**src/design/tpps_pkg.sv**
```systemverilog
// shared constants, types and tables of the torus point projector
package tpps_pkg;

   // field widths
   localparam int ANGLE_W    = 16;
   localparam int RADIUS_W   = 12;
   localparam int TRIG_W     = 18;
   localparam int CHAR_W     = 7;
   localparam int CSR_IDX_W  = 4;
   localparam int CSR_DATA_W = 16;

   // register indexes
   localparam logic [CSR_IDX_W-1:0] CSR_ROT_X = 4'd0;
   localparam logic [CSR_IDX_W-1:0] CSR_ROT_Z = 4'd1;
   localparam logic [CSR_IDX_W-1:0] CSR_MAJOR = 4'd2;
   localparam logic [CSR_IDX_W-1:0] CSR_MINOR = 4'd3;

   // register reset values
   localparam logic [RADIUS_W-1:0] MAJOR_RESET = 12'd512;
   localparam logic [RADIUS_W-1:0] MINOR_RESET = 12'd256;

   // default screen and shading geometry
   localparam int DEF_SCREEN_COLS  = 80;
   localparam int DEF_SCREEN_ROWS  = 22;
   localparam int DEF_SHADE_LEVELS = 12;

   // sine polynomial, Q16 coefficients
   localparam int POLY_W = 20;
   localparam logic signed [POLY_W-1:0] POLY_C1 = 20'sd102944;
   localparam logic signed [POLY_W-1:0] POLY_C3 = 20'sd42334;
   localparam logic signed [POLY_W-1:0] POLY_C5 = 20'sd5223;
   localparam logic signed [POLY_W-1:0] POLY_C7 = 20'sd307;
   localparam logic signed [POLY_W-1:0] POLY_C9 = 20'sd11;
   localparam logic [ANGLE_W-1:0] QUARTER_TURN = 16'h4000;

   // projection and lighting constants
   localparam logic signed [TRIG_W-1:0] INV_SQRT2 = 18'sd46341;
   localparam logic signed [24:0] DEPTH_OFFSET_Q = 25'sd327680;
   localparam logic signed [29:0] SCALE_X = 30'sd30;
   localparam logic signed [29:0] SCALE_Y = 30'sd15;
   localparam logic signed [14:0] SHIFT_X = 15'sd40;
   localparam logic signed [14:0] SHIFT_Y = 15'sd12;
   localparam int GRAD_LAST = 11;

   // pipeline geometry
   localparam int SIN_LAT     = 7;
   localparam int DIV_NUM_W   = 30;
   localparam int DIV_DEN_W   = 24;
   localparam int DIV_QB      = 12;
   localparam int DIV_Q_W     = DIV_QB + 2;
   localparam int DIV_LAT     = DIV_QB + 2;
   localparam int PRE_DIV_LAT = SIN_LAT + 9;
   localparam int LATENCY     = PRE_DIV_LAT + DIV_LAT + 1;

   // divider result
   typedef struct packed {
      logic                       ovf;
      logic signed [DIV_Q_W-1:0]  quot;
   } tpps_div_out_type;

   // brightness gradient
   function automatic logic [CHAR_W-1:0] gradient_char(input logic [3:0] idx);
      logic [CHAR_W-1:0] c;
      case (idx)
         4'd0:    c = 7'd46;   // .
         4'd1:    c = 7'd44;   // ,
         4'd2:    c = 7'd45;   // -
         4'd3:    c = 7'd126;  // ~
         4'd4:    c = 7'd58;   // :
         4'd5:    c = 7'd59;   // ;
         4'd6:    c = 7'd61;   // =
         4'd7:    c = 7'd33;   // !
         4'd8:    c = 7'd42;   // *
         4'd9:    c = 7'd35;   // #
         4'd10:   c = 7'd36;   // $
         default: c = 7'd64;   // @
      endcase
      return c;
   endfunction

endpackage

```
**src/design/tpps_divider.sv**
```systemverilog
// pipelined floor division with a bounded quotient, one bit per stage
module tpps_divider (
   input  logic                                  clock,
   input  logic signed [tpps_pkg::DIV_NUM_W-1:0] num,
   input  logic [tpps_pkg::DIV_DEN_W-1:0]        den,
   output tpps_pkg::tpps_div_out_type            result
);
   import tpps_pkg::*;

   localparam int CMP_W = DIV_DEN_W + DIV_QB;

   logic [DIV_NUM_W-1:0]  mag_in;
   logic                  ovf_in;
   logic [DIV_NUM_W-1:0]  rem_ff [DIV_QB+1];
   logic [DIV_QB-1:0]     quo_ff [DIV_QB+1];
   logic [DIV_DEN_W-1:0]  den_ff [DIV_QB+1];
   logic                  neg_ff [DIV_QB+1];
   logic                  ovf_ff [DIV_QB+1];
   logic [DIV_QB:0]       ceil_q;
   tpps_div_out_type      result_in;
   tpps_div_out_type      result_ff;

   // magnitude and range check
   always_comb begin
      mag_in = num[DIV_NUM_W-1] ? $unsigned(-num) : $unsigned(num);
      ovf_in = CMP_W'(mag_in) >= {den, {DIV_QB{1'b0}}};
   end

   always_ff @(posedge clock) begin
      rem_ff[0] <= mag_in;
      quo_ff[0] <= '0;
      den_ff[0] <= den;
      neg_ff[0] <= num[DIV_NUM_W-1];
      ovf_ff[0] <= ovf_in;
   end

   // restoring steps, most significant quotient bit first
   for (genvar s = 1; s <= DIV_QB; s++) begin : g_step
      localparam int B = DIV_QB - s;
      logic [CMP_W-1:0] trial;
      logic [CMP_W-1:0] rem_wide;
      logic             ge;
      always_comb begin
         trial    = CMP_W'(den_ff[s-1]) << B;
         rem_wide = CMP_W'(rem_ff[s-1]);
         ge       = rem_wide >= trial;
      end
      always_ff @(posedge clock) begin
         rem_ff[s] <= ge ? DIV_NUM_W'(rem_wide - trial) : rem_ff[s-1];
         quo_ff[s] <= quo_ff[s-1] | (DIV_QB'(ge) << B);
         den_ff[s] <= den_ff[s-1];
         neg_ff[s] <= neg_ff[s-1];
         ovf_ff[s] <= ovf_ff[s-1];
      end
   end

   // round toward minus infinity for negative numerators
   always_comb begin
      ceil_q = {1'b0, quo_ff[DIV_QB]} + (DIV_QB+1)'(rem_ff[DIV_QB] != '0);
      result_in.ovf  = ovf_ff[DIV_QB];
      result_in.quot = neg_ff[DIV_QB] ? -$signed({1'b0, ceil_q})
                                      : $signed({2'b00, quo_ff[DIV_QB]});
   end

   always_ff @(posedge clock) begin
      result_ff <= result_in;
   end

   assign result = result_ff;

endmodule

```
**config.mk**
```make
export PLATFORM = sky130hd
export DESIGN_NAME = tpps_divider
export DESIGN_NICKNAME = d
export VERILOG_FILES = /design/src/design/tpps_pkg.sv /design/src/design/tpps_divider.sv
export SDC_FILE = /design/constraint.sdc
export NUM_CORES = 1
export LEC_CHECK = 0
export BUFFER_PORTS_ARGS = -buffer_cell sky130_fd_sc_hd__buf_2
export CORE_MARGIN = 1
export CORE_UTILIZATION = 60
export DETAILED_ROUTE_END_ITERATION = 10
export HOLD_SLACK_MARGIN = 0.15
export PLACE_DENSITY = 0.81
export SLEW_MARGIN = 0
export SYNTH_ARGS = -nofsm -noshare
export SYNTH_HDL_FRONTEND = slang
export SYNTH_SLANG_ARGS = --single-unit
export TNS_END_PERCENT = 30
```
**constraint.sdc**
```tcl
create_clock -name clock -period 9.95 [get_ports clock]
set_input_delay 0.4975 -clock clock [delete_from_list [all_inputs] [get_ports clock]]
set_output_delay 0.4975 -clock clock [all_outputs]
set_load 0.1 [all_outputs]
```
* Word-level counts from Yosys, hierarchy flattened
Memories as Yosys holds them, arrays and structs flattened. A register that Yosys moved wholly into a read port is not among the register bits.
Index checks and enable logic that the tools add are counted.
** Word-level totals
- Register bits :: 14
- Word-level logic and storage cells :: 62
- RAM bits :: 884
- Output and inout port bits :: 15
- Bits of input ports :: 55
- Memories :: 5
** Cells by class
- Bitwise logic cells :: 12
- $add $sub $neg :: 15
- $lt $le $gt $ge :: 13
- Reductions and logical operators :: 1
- Mux-type cells :: 14
** Memories
- rem_ff :: depth 13, bits a word 30, read ports 13, clocked after Yosys merged registers in 0, write ports 13, RTL line tpps_divider.sv:14 : logic [DIV_NUM_W-1:0] rem_ff [DIV_QB+1];
- den_ff :: depth 13, bits a word 24, read ports 12, clocked after Yosys merged registers in 0, write ports 13, RTL line tpps_divider.sv:16 : logic [DIV_DEN_W-1:0] den_ff [DIV_QB+1];
- quo_ff :: depth 13, bits a word 12, read ports 13, clocked after Yosys merged registers in 0, write ports 13, RTL line tpps_divider.sv:15 : logic [DIV_QB-1:0] quo_ff [DIV_QB+1];
- neg_ff :: depth 13, bits a word 1, read ports 13, clocked after Yosys merged registers in 0, write ports 13, RTL line tpps_divider.sv:17 : logic neg_ff [DIV_QB+1];
- ovf_ff :: depth 13, bits a word 1, read ports 13, clocked after Yosys merged registers in 1, write ports 13, RTL line tpps_divider.sv:18 : logic ovf_ff [DIV_QB+1];
** Operator list (number)
- $mux 30 :: 13
- $sub 30x30->30 :: 6
- $ge 30x36->1 :: 1
- $ge 30x35->1 :: 1
- $ge 30x34->1 :: 1
- $ge 30x33->1 :: 1
- $ge 30x32->1 :: 1
- $ge 30x31->1 :: 1
- $ge 30x24->1 :: 1
- $ge 30x25->1 :: 1
- $ge 30x26->1 :: 1
- $ge 30x27->1 :: 1
- $ge 30x28->1 :: 1
- $ge 30x29->1 :: 1
- $ge 30x30->1 :: 1
- $neg 30->30 :: 1
- $reduce_bool 30->1 :: 1
- $sub 30x24->30 :: 1
- $sub 30x25->30 :: 1
- $sub 30x26->30 :: 1
- $sub 30x27->30 :: 1
- $sub 30x28->30 :: 1
- $sub 30x29->30 :: 1
- $neg 13->14 :: 1
- other kinds (14) :: 14

* Depth between registers and ports, before layout
An unclocked memory read counts as a cell.
- Word-level depth :: 5
- Depth in mapped cells :: 19

* Worst setup path before layout
Ideal clock, no wire load.
- Kind :: input port to flip-flop
- Start point :: input port num[11] (netlist bit)
- End point :: memory ovf_ff[0]
- Data arrival time :: 3.526 ns
- Stages on the path :: 16
- Library setup time :: 0.126 ns
- Slack :: 6.298 ns
- Cell sequence :: or4_1 nor4_1 nand2b_1 or2_2 o31ai_1 nand2_1 xor2_1 ha_1 a21o_1 a21o_1 a21oi_1 o21ai_0 a21oi_1 nor2b_1 o211ai_1 nand3_1
** RTL lines
- start: declaration :: RTL line tpps_divider.sv:4 : input logic signed [tpps_pkg::DIV_NUM_W-1:0] num,
- end: declaration :: RTL line tpps_divider.sv:18

==> reports/summary.json <==
{
  "result_of_the_run": {"value": "completed"},
  "seq_area_frac_synth": {"value": 0.446},
  "power.static_leakage": {"value": 18.3, "unit": "nW"},
  "yosys_warnings": {"value": 0},
  "vias_per_cell": {"value": 5.68},
  "route.detailed.wl_per_inst": {"value": 16.9, "unit": "um"},
  "internal-power": {"value": 7.90, "unit": "mW"},
  "final_hold_viol_count": {"value": 0},
  "final_critical_path_setup_slack": {"value": 5.59, "unit": "ns"},
  "path_class": {"value": "in -> reg"},
  "grt_max_degree": {"value": 45},
  "floorplan.die_area": {"value": 60600, "unit": "um^2"},
  "setup_viol_count_final": {"value": 0},
  "post_synth_instance_area": {"value": 35800, "unit": "um^2"},
  "synthesis.instances": {"value": 3724},
  "drt_first_iter_violations": {"value": 1525},
  "synth_enable_flop_cells": {"value": 0},
  "detailed_route_wire_length": {"value": 79700, "unit": "um"},
  "drv_cap": {"value": 0},
  "critPathCaptureType": {"value": "flip-flop"},
  "synth_top_flop_cell": {"value": "dfxtp_1"},
  "netSwitchingPower": {"value": 4.47, "unit": "mW"},
  "comb_power_share": {"value": 0.407},
  "final_cell_mix": {"value": "797 x dfxtp_1, 388 x inv_1, 307 x ha_1, 273 x a21oi_1, 217 x nor2_1"},
  "post_synth.cell_area_avg": {"value": 9.61, "unit": "um^2"},
  "grtUsageTotal": {"value": 0.263},
  "worst_slew_pin_slew": {"value": 1.21, "unit": "ns"},
  "synth_largest_area_cell": {"value": "dfxtp_1"},
  "placedCellCount": {"value": 4503},
  "num_antenna_cells": {"value": 0},
  "worstSkewPairLatency": {"value": 0.64, "unit": "ns"},
  "placement.io_buffers": {"value": 69},
  "max_slew_margin": {"value": 0.190},
  "row_count": {"value": 89},
  "fin_skew": {"value": 0.0341, "unit": "ns"},
  "layoutNonFillerInstCount": {"value": 4701},
  "cts_tree": {"value": "done"},
  "clock_path_buffers": {"value": 3},
  "async_reset_ff_frac": {"value": 0},
  "filler_cell_count": {"value": 4343},
  "final.period_utilization": {"value": 0.438},
  "setup_total_negative_slack": {"value": 0, "unit": "ns"},
  "die_height": {"value": 246, "unit": "um"},
  "grt_remaining_overflow": {"value": 0},
  "ys_top_cells_by_area": {"value": "dfxtp_1 45%, ha_1 11%, mux2_2 4.8%"},
  "timing.critical_path.fanout_max": {"value": 5},
  "rsz0062_at_grt": {"value": "false"},
  "first_global_vias": {"value": 26700},
  "die_w": {"value": 246, "unit": "um"},
  "drc_errors": {"value": 0},
  "most_common_library_cell_in_the_layout_ignoring_fill_and_taps": {"value": "dfxtp_1"},
  "clock_tree.htree_level_count": {"value": 3},
  "power": {"value": 12.4, "unit": "mW"},
  "place_ws": {"value": 5.81, "unit": "ns"},
  "clkPwrFrac": {"value": 0.245},
  "first_pass_grt_wire_length": {"value": 129000, "unit": "um"},
  "fmaxAchievable": {"value": 230, "unit": "MHz"},
  "yosysUniqueCellTypes": {"value": 86},
  "power.share.sequential": {"value": 0.348},
  "vdd.ir_drop.worst": {"value": 293, "unit": "uV"},
  "cts.repair_timing.setup_buffer_count": {"value": 0},
  "power_density": {"value": 308, "unit": "nW/um^2"},
  "drt_pass1_iterations": {"value": 6},
  "gpl.final_weighted_congestion": {"value": 0.915},
  "power.share.switching": {"value": 0.361},
  "clk_pin_slew": {"value": 0.06, "unit": "ns"},
  "dpl_wire_length": {"value": 57700, "unit": "um"},
  "layout-drive-gt1-share": {"value": 0.103},
  "cts_made_buffers": {"value": 80},
  "synth.ff_latch_count": {"value": 797},
  "drtAntennaViolNets": {"value": 0},
  "core_region_area": {"value": 59000, "unit": "um^2"},
  "slew_viol_final": {"value": 0},
  "synth.top_cell.area_share": {"value": 0.446},
  "min_period": {"value": 4.36, "unit": "ns"},
  "net_count_after_synthesis": {"value": 4098},
  "clock_sinks": {"value": 797},
  "initial_standard_cell_utilization_of_the_core": {"value": 0.607},
  "syn2layout_area_growth": {"value": 12.1, "unit": "%"},
  "grt_antenna_before_repair": {"value": 0},
  "design.final.nets": {"value": 4240},
  "worst_setup_path_start_kind": {"value": "primary input"},
  "cp_data_arrival_time": {"value": 4.86, "unit": "ns"},
  "io_pins": {"value": 70},
  "ctsRootBufferMaster": {"value": "clkbuf_16"},
  "worst_min_delay_path_class": {"value": "in -> reg"},
  "crit_required": {"value": 10.46, "unit": "ns"},
  "route.vias.total": {"value": 26700}
}
## final timing paths
path | startpoint | endpoint | slack, ns | cells past startpoint
max | num[4] | ovf_ff[0] | 5.59 | 19
min | num[29] | neg_ff[0][0] | 0.29 | 1
max reg2reg | rem_ff[3][8] | rem_ff[4][25] | 6.05 | 12
min reg2reg | quo_ff[0][57] | quo_ff[0][69] | 0.32 | 0
## worst max-delay path: stages
cell	delay [ns]
dlygate4sd3_1	0.54
buf_2	0.15
nor3_1	0.24
nand2_1	0.14
or2_2	0.33
or3_1	0.44
or2_2	0.35
o31ai_1	0.43
nand2_1	0.13
xor2_1	0.21
ha_1	0.28
a21o_1	0.18
a21o_1	0.17
a21oi_1	0.17
o21ai_0	0.14
a21oi_1	0.15
nor2b_1	0.07
o211ai_1	0.16
nand3_1	0.09
## sequential cells by signal, summed over array words and instances, names as in the netlist
register	cells
rem_ff	390
den_ff	288
quo_ff	78
result	15
neg_ff	13
ovf_ff	13
## repair_timing
| item | in CTS | in global routing |
|---|---|---|
| hold endpoints to repair | 54 | 0 |
| gates resized for setup | 0 | 0 |
| hold buffers | 54 | 0 |
## final cells by class
type                            count  area (um^2)  area share
Inverter                          388         1460      0.0363
Tap cell                          773          967      0.0241
Clock buffer                      110         2260      0.0564
Multi-Input combinational cell   2466        18100       0.451
Timing Repair Buffer              133          961      0.0239
Sequential cell                   797        16000       0.397
Clock inverter                     34          445      0.0111
## metal layers
metal	global-route usage	share of wire	wire, um	vias up
met1	0.270	0.39	30900	12500
met5	0	0	0	-
li1	-	-	-	13300
met4	0.143	0.051	4080	0
met2	0.505	0.53	41900	685
met3	0.0383	0.035	2780	261
## power groups by stage
stage                     Combinational, mW  Clock [mW]  Sequential [mW]
final                                  5.04        3.03             4.30
after CTS                              4.99        3.07             4.29
after floorplan                        3.87           0             4.37
after global placement                 4.81           0             4.34
after detailed placement               4.90           0             4.35
after global routing                   5.58        3.21             4.36
## cells by family after synthesis
kind of cell    count (synthesis)  share of synthesized area
mux                           176                     0.0546
buf+inv                       461                     0.0497
xor+xnor                      263                     0.0643
fa+ha+maj                     319                      0.114
flops                         797                      0.446
simple gates                  812                      0.111
compound gates                896                      0.161
## cell usage after synthesis (13+ instances only)
library cell / number
a211oi_1: 28
a21o_1: 122
a21oi_1: 275
a31oi_1: 32
and3_1: 16
buf_2: 20
clkbuf_1: 46
dfxtp_1: 797
ha_1: 307
inv_1: 388
mux2_2: 153
mux2i_1: 21
nand2_1: 213
nand2b_1: 34
nand3_1: 70
nand4_1: 44
nor2_1: 217
nor2b_1: 38
nor3_1: 54
nor4_1: 31
o211ai_1: 22
o21a_1: 47
o21ai_0: 190
o21bai_1: 32
o31a_1: 13
o31ai_1: 26
or3_1: 21
xnor2_1: 181
xor2_1: 82
## per-stage QoR
stage | utilization | area [um^2] | hold slack (ns)
global placement | 0.625 | 36900 | 0.309
CTS | 0.680 | 40100 | 0.234
floorplan | - | 35800 | 0.310
detailed placement | 0.625 | 36900 | 0.312
finish | 0.680 | 40100 | 0.288
global route | 0.680 | 40100 | 0.288
Power figures use the tool's default switching activity.
