### src/design/tpps_pkg.sv
// shared constants, types and tables of the torus point projector
package tpps_pkg;

   // field widths
   localparam int ANGLE_W    = 16;
   localparam int RADIUS_W   = 12;
   localparam int TRIG_W     = 18;
   localparam int CHAR_W     = 7;
   localparam int CSR_IDX_W  = 4;
   localparam int CSR_DATA_W = 16;

   // register indexes
   localparam logic [CSR_IDX_W-1:0] CSR_ROT_X = 4'd0;
   localparam logic [CSR_IDX_W-1:0] CSR_ROT_Z = 4'd1;
   localparam logic [CSR_IDX_W-1:0] CSR_MAJOR = 4'd2;
   localparam logic [CSR_IDX_W-1:0] CSR_MINOR = 4'd3;

   // register reset values
   localparam logic [RADIUS_W-1:0] MAJOR_RESET = 12'd512;
   localparam logic [RADIUS_W-1:0] MINOR_RESET = 12'd256;

   // default screen and shading geometry
   localparam int DEF_SCREEN_COLS  = 80;
   localparam int DEF_SCREEN_ROWS  = 22;
   localparam int DEF_SHADE_LEVELS = 12;

   // sine polynomial, Q16 coefficients
   localparam int POLY_W = 20;
   localparam logic signed [POLY_W-1:0] POLY_C1 = 20'sd102944;
   localparam logic signed [POLY_W-1:0] POLY_C3 = 20'sd42334;
   localparam logic signed [POLY_W-1:0] POLY_C5 = 20'sd5223;
   localparam logic signed [POLY_W-1:0] POLY_C7 = 20'sd307;
   localparam logic signed [POLY_W-1:0] POLY_C9 = 20'sd11;
   localparam logic [ANGLE_W-1:0] QUARTER_TURN = 16'h4000;

   // projection and lighting constants
   localparam logic signed [TRIG_W-1:0] INV_SQRT2 = 18'sd46341;
   localparam logic signed [24:0] DEPTH_OFFSET_Q = 25'sd327680;
   localparam logic signed [29:0] SCALE_X = 30'sd30;
   localparam logic signed [29:0] SCALE_Y = 30'sd15;
   localparam logic signed [14:0] SHIFT_X = 15'sd40;
   localparam logic signed [14:0] SHIFT_Y = 15'sd12;
   localparam int GRAD_LAST = 11;

   // pipeline geometry
   localparam int SIN_LAT     = 7;
   localparam int DIV_NUM_W   = 30;
   localparam int DIV_DEN_W   = 24;
   localparam int DIV_QB      = 12;
   localparam int DIV_Q_W     = DIV_QB + 2;
   localparam int DIV_LAT     = DIV_QB + 2;
   localparam int PRE_DIV_LAT = SIN_LAT + 9;
   localparam int LATENCY     = PRE_DIV_LAT + DIV_LAT + 1;

   // divider result
   typedef struct packed {
      logic                       ovf;
      logic signed [DIV_Q_W-1:0]  quot;
   } tpps_div_out_type;

   // brightness gradient
   function automatic logic [CHAR_W-1:0] gradient_char(input logic [3:0] idx);
      logic [CHAR_W-1:0] c;
      case (idx)
         4'd0:    c = 7'd46;   // .
         4'd1:    c = 7'd44;   // ,
         4'd2:    c = 7'd45;   // -
         4'd3:    c = 7'd126;  // ~
         4'd4:    c = 7'd58;   // :
         4'd5:    c = 7'd59;   // ;
         4'd6:    c = 7'd61;   // =
         4'd7:    c = 7'd33;   // !
         4'd8:    c = 7'd42;   // *
         4'd9:    c = 7'd35;   // #
         4'd10:   c = 7'd36;   // $
         default: c = 7'd64;   // @
      endcase
      return c;
   endfunction

endpackage

### src/design/tpps_sine.sv
// pipelined Q16 sine of a turn fraction, odd degree-9 polynomial
module tpps_sine (
   input  logic                                clock,
   input  logic [tpps_pkg::ANGLE_W-1:0]        angle,
   output logic signed [tpps_pkg::TRIG_W-1:0]  sine
);
   import tpps_pkg::*;

   localparam int X_W    = ANGLE_W + 1;
   localparam int PR_W   = POLY_W + X_W + 1;
   localparam int HORNER = 4;
   localparam logic [X_W-1:0] ONE_Q = 17'h10000;

   logic [X_W-1:0]               frac;
   logic [X_W-1:0]               x_in;
   logic [X_W-1:0]               x_ff [SIN_LAT-1];
   logic                         neg_ff [SIN_LAT-1];
   logic [2*X_W-1:0]             sq;
   logic [X_W-1:0]               x2_in;
   logic [X_W-1:0]               x2_ff [HORNER];
   logic signed [POLY_W-1:0]     p_in [HORNER];
   logic signed [POLY_W-1:0]     p_ff [HORNER];
   logic signed [PR_W-1:0]       last_prod;
   logic signed [21:0]           last_sh;
   logic [X_W-1:0]               clamped;
   logic signed [TRIG_W-1:0]     sine_in;
   logic signed [TRIG_W-1:0]     sine_ff;

   function automatic logic signed [POLY_W-1:0] coef(input int k);
      logic signed [POLY_W-1:0] c;
      case (k)
         0:       c = POLY_C7;
         1:       c = POLY_C5;
         2:       c = POLY_C3;
         default: c = POLY_C1;
      endcase
      return c;
   endfunction

   // fold the angle into a quarter turn
   always_comb begin
      frac = {1'b0, angle[13:0], 2'b00};
      x_in = angle[14] ? (ONE_Q - frac) : frac;
   end

   always_ff @(posedge clock) begin
      x_ff[0]   <= x_in;
      neg_ff[0] <= angle[15];
      for (int i = 1; i < SIN_LAT - 1; i++) begin
         x_ff[i]   <= x_ff[i-1];
         neg_ff[i] <= neg_ff[i-1];
      end
   end

   // square of the folded angle
   always_comb begin
      sq    = x_ff[0] * x_ff[0];
      x2_in = sq[X_W+15:16];
   end

   always_ff @(posedge clock) begin
      x2_ff[0] <= x2_in;
      for (int i = 1; i < HORNER; i++) begin
         x2_ff[i] <= x2_ff[i-1];
      end
   end

   // one horner step per stage
   for (genvar k = 0; k < HORNER; k++) begin : g_horner
      logic signed [POLY_W-1:0] p_src;
      logic signed [PR_W-1:0]   prod;
      always_comb begin
         p_src   = (k == 0) ? POLY_C9 : p_ff[(k == 0) ? 0 : k-1];
         prod    = PR_W'(p_src) * PR_W'($signed({1'b0, x2_ff[k]}));
         p_in[k] = coef(k) - POLY_W'(prod >>> 16);
      end
      always_ff @(posedge clock) begin
         p_ff[k] <= p_in[k];
      end
   end

   // final multiply, clamp and sign
   always_comb begin
      last_prod = PR_W'(p_ff[HORNER-1]) * PR_W'($signed({1'b0, x_ff[SIN_LAT-2]}));
      last_sh   = $signed(last_prod[37:16]);
      if (last_sh > 22'sd65536) begin
         clamped = ONE_Q;
      end else if (last_sh < 22'sd0) begin
         clamped = '0;
      end else begin
         clamped = last_sh[X_W-1:0];
      end
      sine_in = neg_ff[SIN_LAT-2] ? -$signed({1'b0, clamped}) : $signed({1'b0, clamped});
   end

   always_ff @(posedge clock) begin
      sine_ff <= sine_in;
   end

   assign sine = sine_ff;

endmodule

### config.mk
export PLATFORM = sky130hd
export DESIGN_NAME = tpps_sine
export DESIGN_NICKNAME = d
export VERILOG_FILES = /design/src/design/tpps_pkg.sv /design/src/design/tpps_sine.sv
export SDC_FILE = /design/constraint.sdc
export NUM_CORES = 2
export LEC_CHECK = 0
export CORE_UTILIZATION = 55
export DETAILED_ROUTE_END_ITERATION = 12
export DONT_BUFFER_PORTS = 1
export PLACE_DENSITY = 0.7
export SYNTH_ARGS = -nofsm -noshare
export SYNTH_HDL_FRONTEND = slang
export SYNTH_SLANG_ARGS = --single-unit
### constraint.sdc
create_clock -name clock -period 13.28 [get_ports clock]
set_clock_uncertainty 0.05 [all_clocks]
set_input_delay 0.664 -clock clock [delete_from_list [all_inputs] [get_ports clock]]
set_output_delay 0.664 -clock clock [all_outputs]
set_load 0.005 [all_outputs]
Word level (Yosys, flattened, before mapping)
Memories as Yosys holds them, arrays and structs flattened.
Index checks and enable logic that the tools add are counted.
- bits in registers: 18
- RAM bits: 256
- bits of input ports: 17
- output and inout port bits: 18
- logic and storage cells: 24
- memories kept: 4
- add/subtract/negate cells: 6
- multiply operators: 6
- $lt $le $gt $ge: 2
- multiplexer cells: 4
- memories (memory ; words ; width ; rd ports ; clocked after memory_dff ; wr ports ; RTL line ; RTL):
    x_ff ; 6 ; 17 ; 6 ; 0 ; 6 ; tpps_sine.sv:16 ; logic [X_W-1:0] x_ff [SIN_LAT-1];
    p_ff ; 4 ; 20 ; 4 ; 0 ; 4 ; tpps_sine.sv:22 ; logic signed [POLY_W-1:0] p_ff [HORNER];
    x2_ff ; 4 ; 17 ; 4 ; 0 ; 4 ; tpps_sine.sv:20 ; logic [X_W-1:0] x2_ff [HORNER];
    neg_ff ; 6 ; 1 ; 6 ; 0 ; 6 ; tpps_sine.sv:17 ; logic neg_ff [SIN_LAT-1];
- operator list (operator ; number):
    multiplier 20 x 18 -> 36 bit ; 3
    2-to-1 mux 17 bit ; 4
    multiplier 20 x 18 -> 38 bit ; 1
    multiplier 17 x 17 -> 33 bit ; 1
    > comparator 22 x 18 -> 1 bit, second input constant ; 1
    less-than comparator 22 x 1 -> 1 bit, second input constant ; 1
    multiplier 4 x 17 -> 21 bit, first input constant ; 1
    subtractor 14 x 20 -> 20 bit, first input constant ; 1
    subtractor 17 x 20 -> 20 bit, first input constant ; 1
    subtractor 18 x 20 -> 20 bit, first input constant ; 1
    negator 17 -> 18 bit ; 1
    subtractor 17 x 16 -> 17 bit, first input constant ; 1
    subtractor 9 x 5 -> 10 bit, first input constant ; 1

Logic depth before layout (Yosys ltp)
An unclocked memory read counts as a cell.
- word-level depth: 7
- gate-level depth with buffers: 35
- depth with buffers taken out: 32

Worst setup path after synthesis
OpenSTA, ideal clock, no wires.
- kind: reg-to-reg
- start point: memory x_ff[5][3] in the netlist's numbering
- end point: register sine_ff[14], in the netlist sine[14]
- setup time: 0.115 ns
- arrival: 7.726 ns
- data required time: 13.115 ns
- slack: 5.388 ns
- stages on the path, launching flop included: 32
- path through: dfxtp_1 > buf_6 > clkbuf_1 > nand2_1 > fa_1 > fa_1 > fa_1 > inv_1 > fa_1 > fa_1 > inv_1 > fa_1 > inv_1 > ha_1 > a21oi_1 > o21ai_1 > or4_1 > a21oi_2 > o2111ai_1 > a31oi_1 > o21bai_1 > a21oi_1 > xor2_1 > a41o_1 > and3_1 > buf_2 > nand2_1 > ha_1 > nand2_1 > nor2_1 > or4_1 > and3_1
- RTL lines (element ; RTL line ; RTL):
    start, declared ; tpps_sine.sv:16 ;
    end signal, assigned ; tpps_sine.sv:97 ; sine_ff <= sine_in;
    end, declared ; tpps_sine.sv:27 ; logic signed [TRIG_W-1:0] sine_ff;

==> results.yml <==
sta:
  layout_min_cycle_time_ps: 8980
  postLayoutSetupSlackWorst_ps: 4300
  worst_pin_slew_ps: 1050
  setup_repair_after_global_routing_missed_its_margin: "no"
  slew_headroom_pct: 30.2
  setup_viol: 0
  finalSetupTns_ps: 0
  finalHoldViolations: 0
  timing.fmax_mhz: 111
  post-route-period-util_pct: 67.7
  maxSlewViolCount: 0
cells_and_area:
  n_antenna_cell: 0
  layout.cells.most_common_list: "1347 x sky130_fd_sc_hd__inv_1, 1010 x sky130_fd_sc_hd__fa_1, 639 x sky130_fd_sc_hd__nand2_1, 549 x sky130_fd_sc_hd__ha_1, 496 x sky130_fd_sc_hd__and2_1"
  area.growth.synth_to_final_pct: 3.78
  drive_gt1_share_pct: 2.13
  layout.nets: 6719
  final.fill_count: 7694
  mostFrequentLayoutCell: "sky130_fd_sc_hd__inv_1"
  post_layout_nonfiller_instances: 6318
global_route:
  initial_antenna_violation_count: 6
  grt_pass1_vias: 36500
  largest_net_degree_at_the_start_of_global_routing: 22
  global_route_wire_length_before_repair_um: 181000
  grt_use_total_pct: 25.1
  overflow: 0
detailed_routing:
  drt_iter0_drc: 1495
  avgRoutedWirePerCell_um: 16.7
  route.detailed.vias_per_inst: 5.29
  detail_route.drc_violations: 0
  routed-via-count: 33400
  drt.antenna.violating_nets: 0
  detail_route.wirelength_um: 106000
  first_pass_iters: 6
clock_tree:
  post_cts_resize_count: 0
  clock_tree.buffer_depth: 3
  post-cts-setup-buffer-count: 0
  clock-sinks: 241
  cts_max_level: 1
  clkSlewWorstSetupHoldPaths_ps: 60
  tritoncts.num_buffers: 27
  clock_insertion_delay_worst_skew_ps: 560
  ctsRootBufferMaster: "sky130_fd_sc_hd__clkbuf_16"
  cts_hold_buf: 0
  tritoncts: "built"
worst_setup_path:
  crit-reg2reg-launch: "x_ff[5][4]"
  r2r_end: "sine[14]"
  critPathKind: "flop to flop"
  critPathRequiredTime_ps: 13670
  critPathMaxFanout: 20
  cell_type_of_the_slowest_stage_on_the_worst_timing_path: "sky130_fd_sc_hd__dfxtp_1"
  timing.critical_path.mode_cell: "sky130_fd_sc_hd__fa_1"
  start_kind: "flop"
  worstRegToRegCells: 28
  max_stage_delay_ps: 920
  worst_setup_ep_type: "flop"
  ff2ff_setup_slack_ps: 4300
  arr_time_crit_path_ps: 9380
  cp-endpoint: "sine[14]"
  startpoint: "x_ff[5][4]"
synthesis:
  sequential_to_total_area_share_from_yosys_stat_pct: 9.90
  synth_area_sq_um: 48700
  synth_seq_cells: 241
  synth.top_cell.area_share_pct: 41.5
  synth-main-ff-cell: "sky130_fd_sc_hd__dfxtp_1"
  synthesis.instances: 5269
  ys_warn_count: 0
  synth-async-reset-ratio_pct: 0
  top_cells_by_area_synth: "sky130_fd_sc_hd__fa_1 41%, sky130_fd_sc_hd__ha_1 14%, sky130_fd_sc_hd__inv_1 10%, sky130_fd_sc_hd__dfxtp_1 9.9%, sky130_fd_sc_hd__and2_1 6.4%"
  number_of_enable_flip_flop_cells_after_synthesis: 0
  synth_largest_area_cell: "sky130_fd_sc_hd__fa_1"
  synthDistinctLibCells: 88
  syn_area_per_cell_sq_um: 9.25
  synthesized_netlist_net_count: 6845
floorplanning:
  die_h_um: 300
  io_pins: 35
  design.core.area_sq_um: 87300
  initial_core_util_pct: 55.8
  design.die.area_sq_um: 89800
  num_rows: 108
  die_x_um: 300
place:
  portBuffers: 0
  placedCellCount: 6269
  place_ws_ps: 4380
  dp_hpwl_um: 85400
  routabilityCongestion: 0.899
worst_hold_path:
  hold_path.class: "input port to flop"
  hold_start: "angle[0]"
flow_run:
  maxCapViolCount: 0
status:
  run_status: "finished clean"
==> synthesized netlist by cell type, types with 5 or more instances <==
library cell	count
sky130_fd_sc_hd__clkbuf_1	174
sky130_fd_sc_hd__o31ai_1	12
sky130_fd_sc_hd__a2111oi_0	7
sky130_fd_sc_hd__ha_1	549
sky130_fd_sc_hd__or2_2	15
sky130_fd_sc_hd__xnor2_1	107
sky130_fd_sc_hd__o21ai_1	7
sky130_fd_sc_hd__and4_1	6
sky130_fd_sc_hd__a21o_1	49
sky130_fd_sc_hd__nand4_1	10
sky130_fd_sc_hd__nor2b_1	13
sky130_fd_sc_hd__a31oi_1	26
sky130_fd_sc_hd__o211ai_1	10
sky130_fd_sc_hd__dfxtp_1	241
sky130_fd_sc_hd__nand3b_1	8
sky130_fd_sc_hd__or4_1	5
sky130_fd_sc_hd__o21a_1	12
sky130_fd_sc_hd__inv_1	1347
sky130_fd_sc_hd__o21ai_0	47
sky130_fd_sc_hd__nor3_1	30
sky130_fd_sc_hd__nor4_1	5
sky130_fd_sc_hd__a311oi_1	5
sky130_fd_sc_hd__o31a_1	5
sky130_fd_sc_hd__a211oi_1	18
sky130_fd_sc_hd__o41ai_1	5
sky130_fd_sc_hd__nand2b_1	17
sky130_fd_sc_hd__o2111ai_1	6
sky130_fd_sc_hd__a211o_1	6
sky130_fd_sc_hd__nor2_1	78
sky130_fd_sc_hd__fa_1	1010
sky130_fd_sc_hd__xor2_1	57
sky130_fd_sc_hd__nand2_1	639
sky130_fd_sc_hd__nand3_1	32
sky130_fd_sc_hd__and2_1	496
sky130_fd_sc_hd__a21oi_1	90
sky130_fd_sc_hd__mux2i_1	10
sky130_fd_sc_hd__buf_1	5
sky130_fd_sc_hd__or3_1	6
sky130_fd_sc_hd__o21bai_1	10
sky130_fd_sc_hd__and3_1	19
==> area by class of cell <==
class | count | area, sq um | area share (%)
clock inverter | 15 | 164 | 0.324
inverter | 1347 | 5060 | 10.0
timing repair buffer | 27 | 203 | 0.401
sequential | 241 | 4820 | 9.54
tap | 1155 | 1450 | 2.86
multi-input combinational | 3499 | 38200 | 75.5
clock buffer | 34 | 722 | 1.43
==> registers in the layout, summed over array words and instances, names as in the netlist <==
| name | flops |
|---|---|
| x2_ff | 68 |
| sine | 18 |
| p_ff | 59 |
| neg_ff | 6 |
| x_ff | 90 |
==> worst min path at each step <==
stage,cells past startpoint,end
after floorplan,0,neg_ff[1]
after global placement,0,x_ff[5][14]
after detailed placement,0,x_ff[3][6]
after CTS,0,neg_ff[0]
after global routing,0,neg_ff[0]
final,0,x_ff[0][2]
==> metal layers <==
layer / part of all wire [%] / up-vias / wire (um) / track usage [%]
met5: 0 / - / 0 / 0
met4: 3.2 / 0 / 3370 / 7.50
met3: 4.4 / 208 / 4630 / 2.38
met2: 51 / 750 / 54200 / 45.7
met1: 41 / 17000 / 43500 / 31.3
li1: - / 15400 / - / -
==> critical path: cells and delay by family, from the launching register on <==
kind	cells	cell delay [ps]
xor gates and xnor gates	1	310
buffers and inverters	3	140
DFF	1	920
AOI/OAI and AO/OA	8	1700
adders and majority gates	8	3720
and+or+nand+nor	8	2000
==> per-stage QoR <==
| step | util (%) | instance area (sq um) | hold WS (ps) |
|---|---|---|---|
| 6_report | 57.9 | 50600 | 80.4 |
| 5_1_grt | 57.9 | 50600 | 45.9 |
| 4_1_cts | 57.9 | 50600 | 44.1 |
| 3_5_place_dp | 56.9 | 49700 | 262 |
| 3_3_place_gp | 56.9 | 49700 | 260 |
| 2_1_floorplan | - | 48700 | 260 |
==> cell families after synthesis <==
logic type	synth area share, %
fa+ha+maj	55.6
buf+inv	11.8
simple gates	14.2
compound gates	5.26
flops	9.90
xor+xnor	2.98
mux	0.252
Power is left out: the tool's default activity adds up to more than one toggle a clock period on the data nets, which glitch-free logic cannot reach.
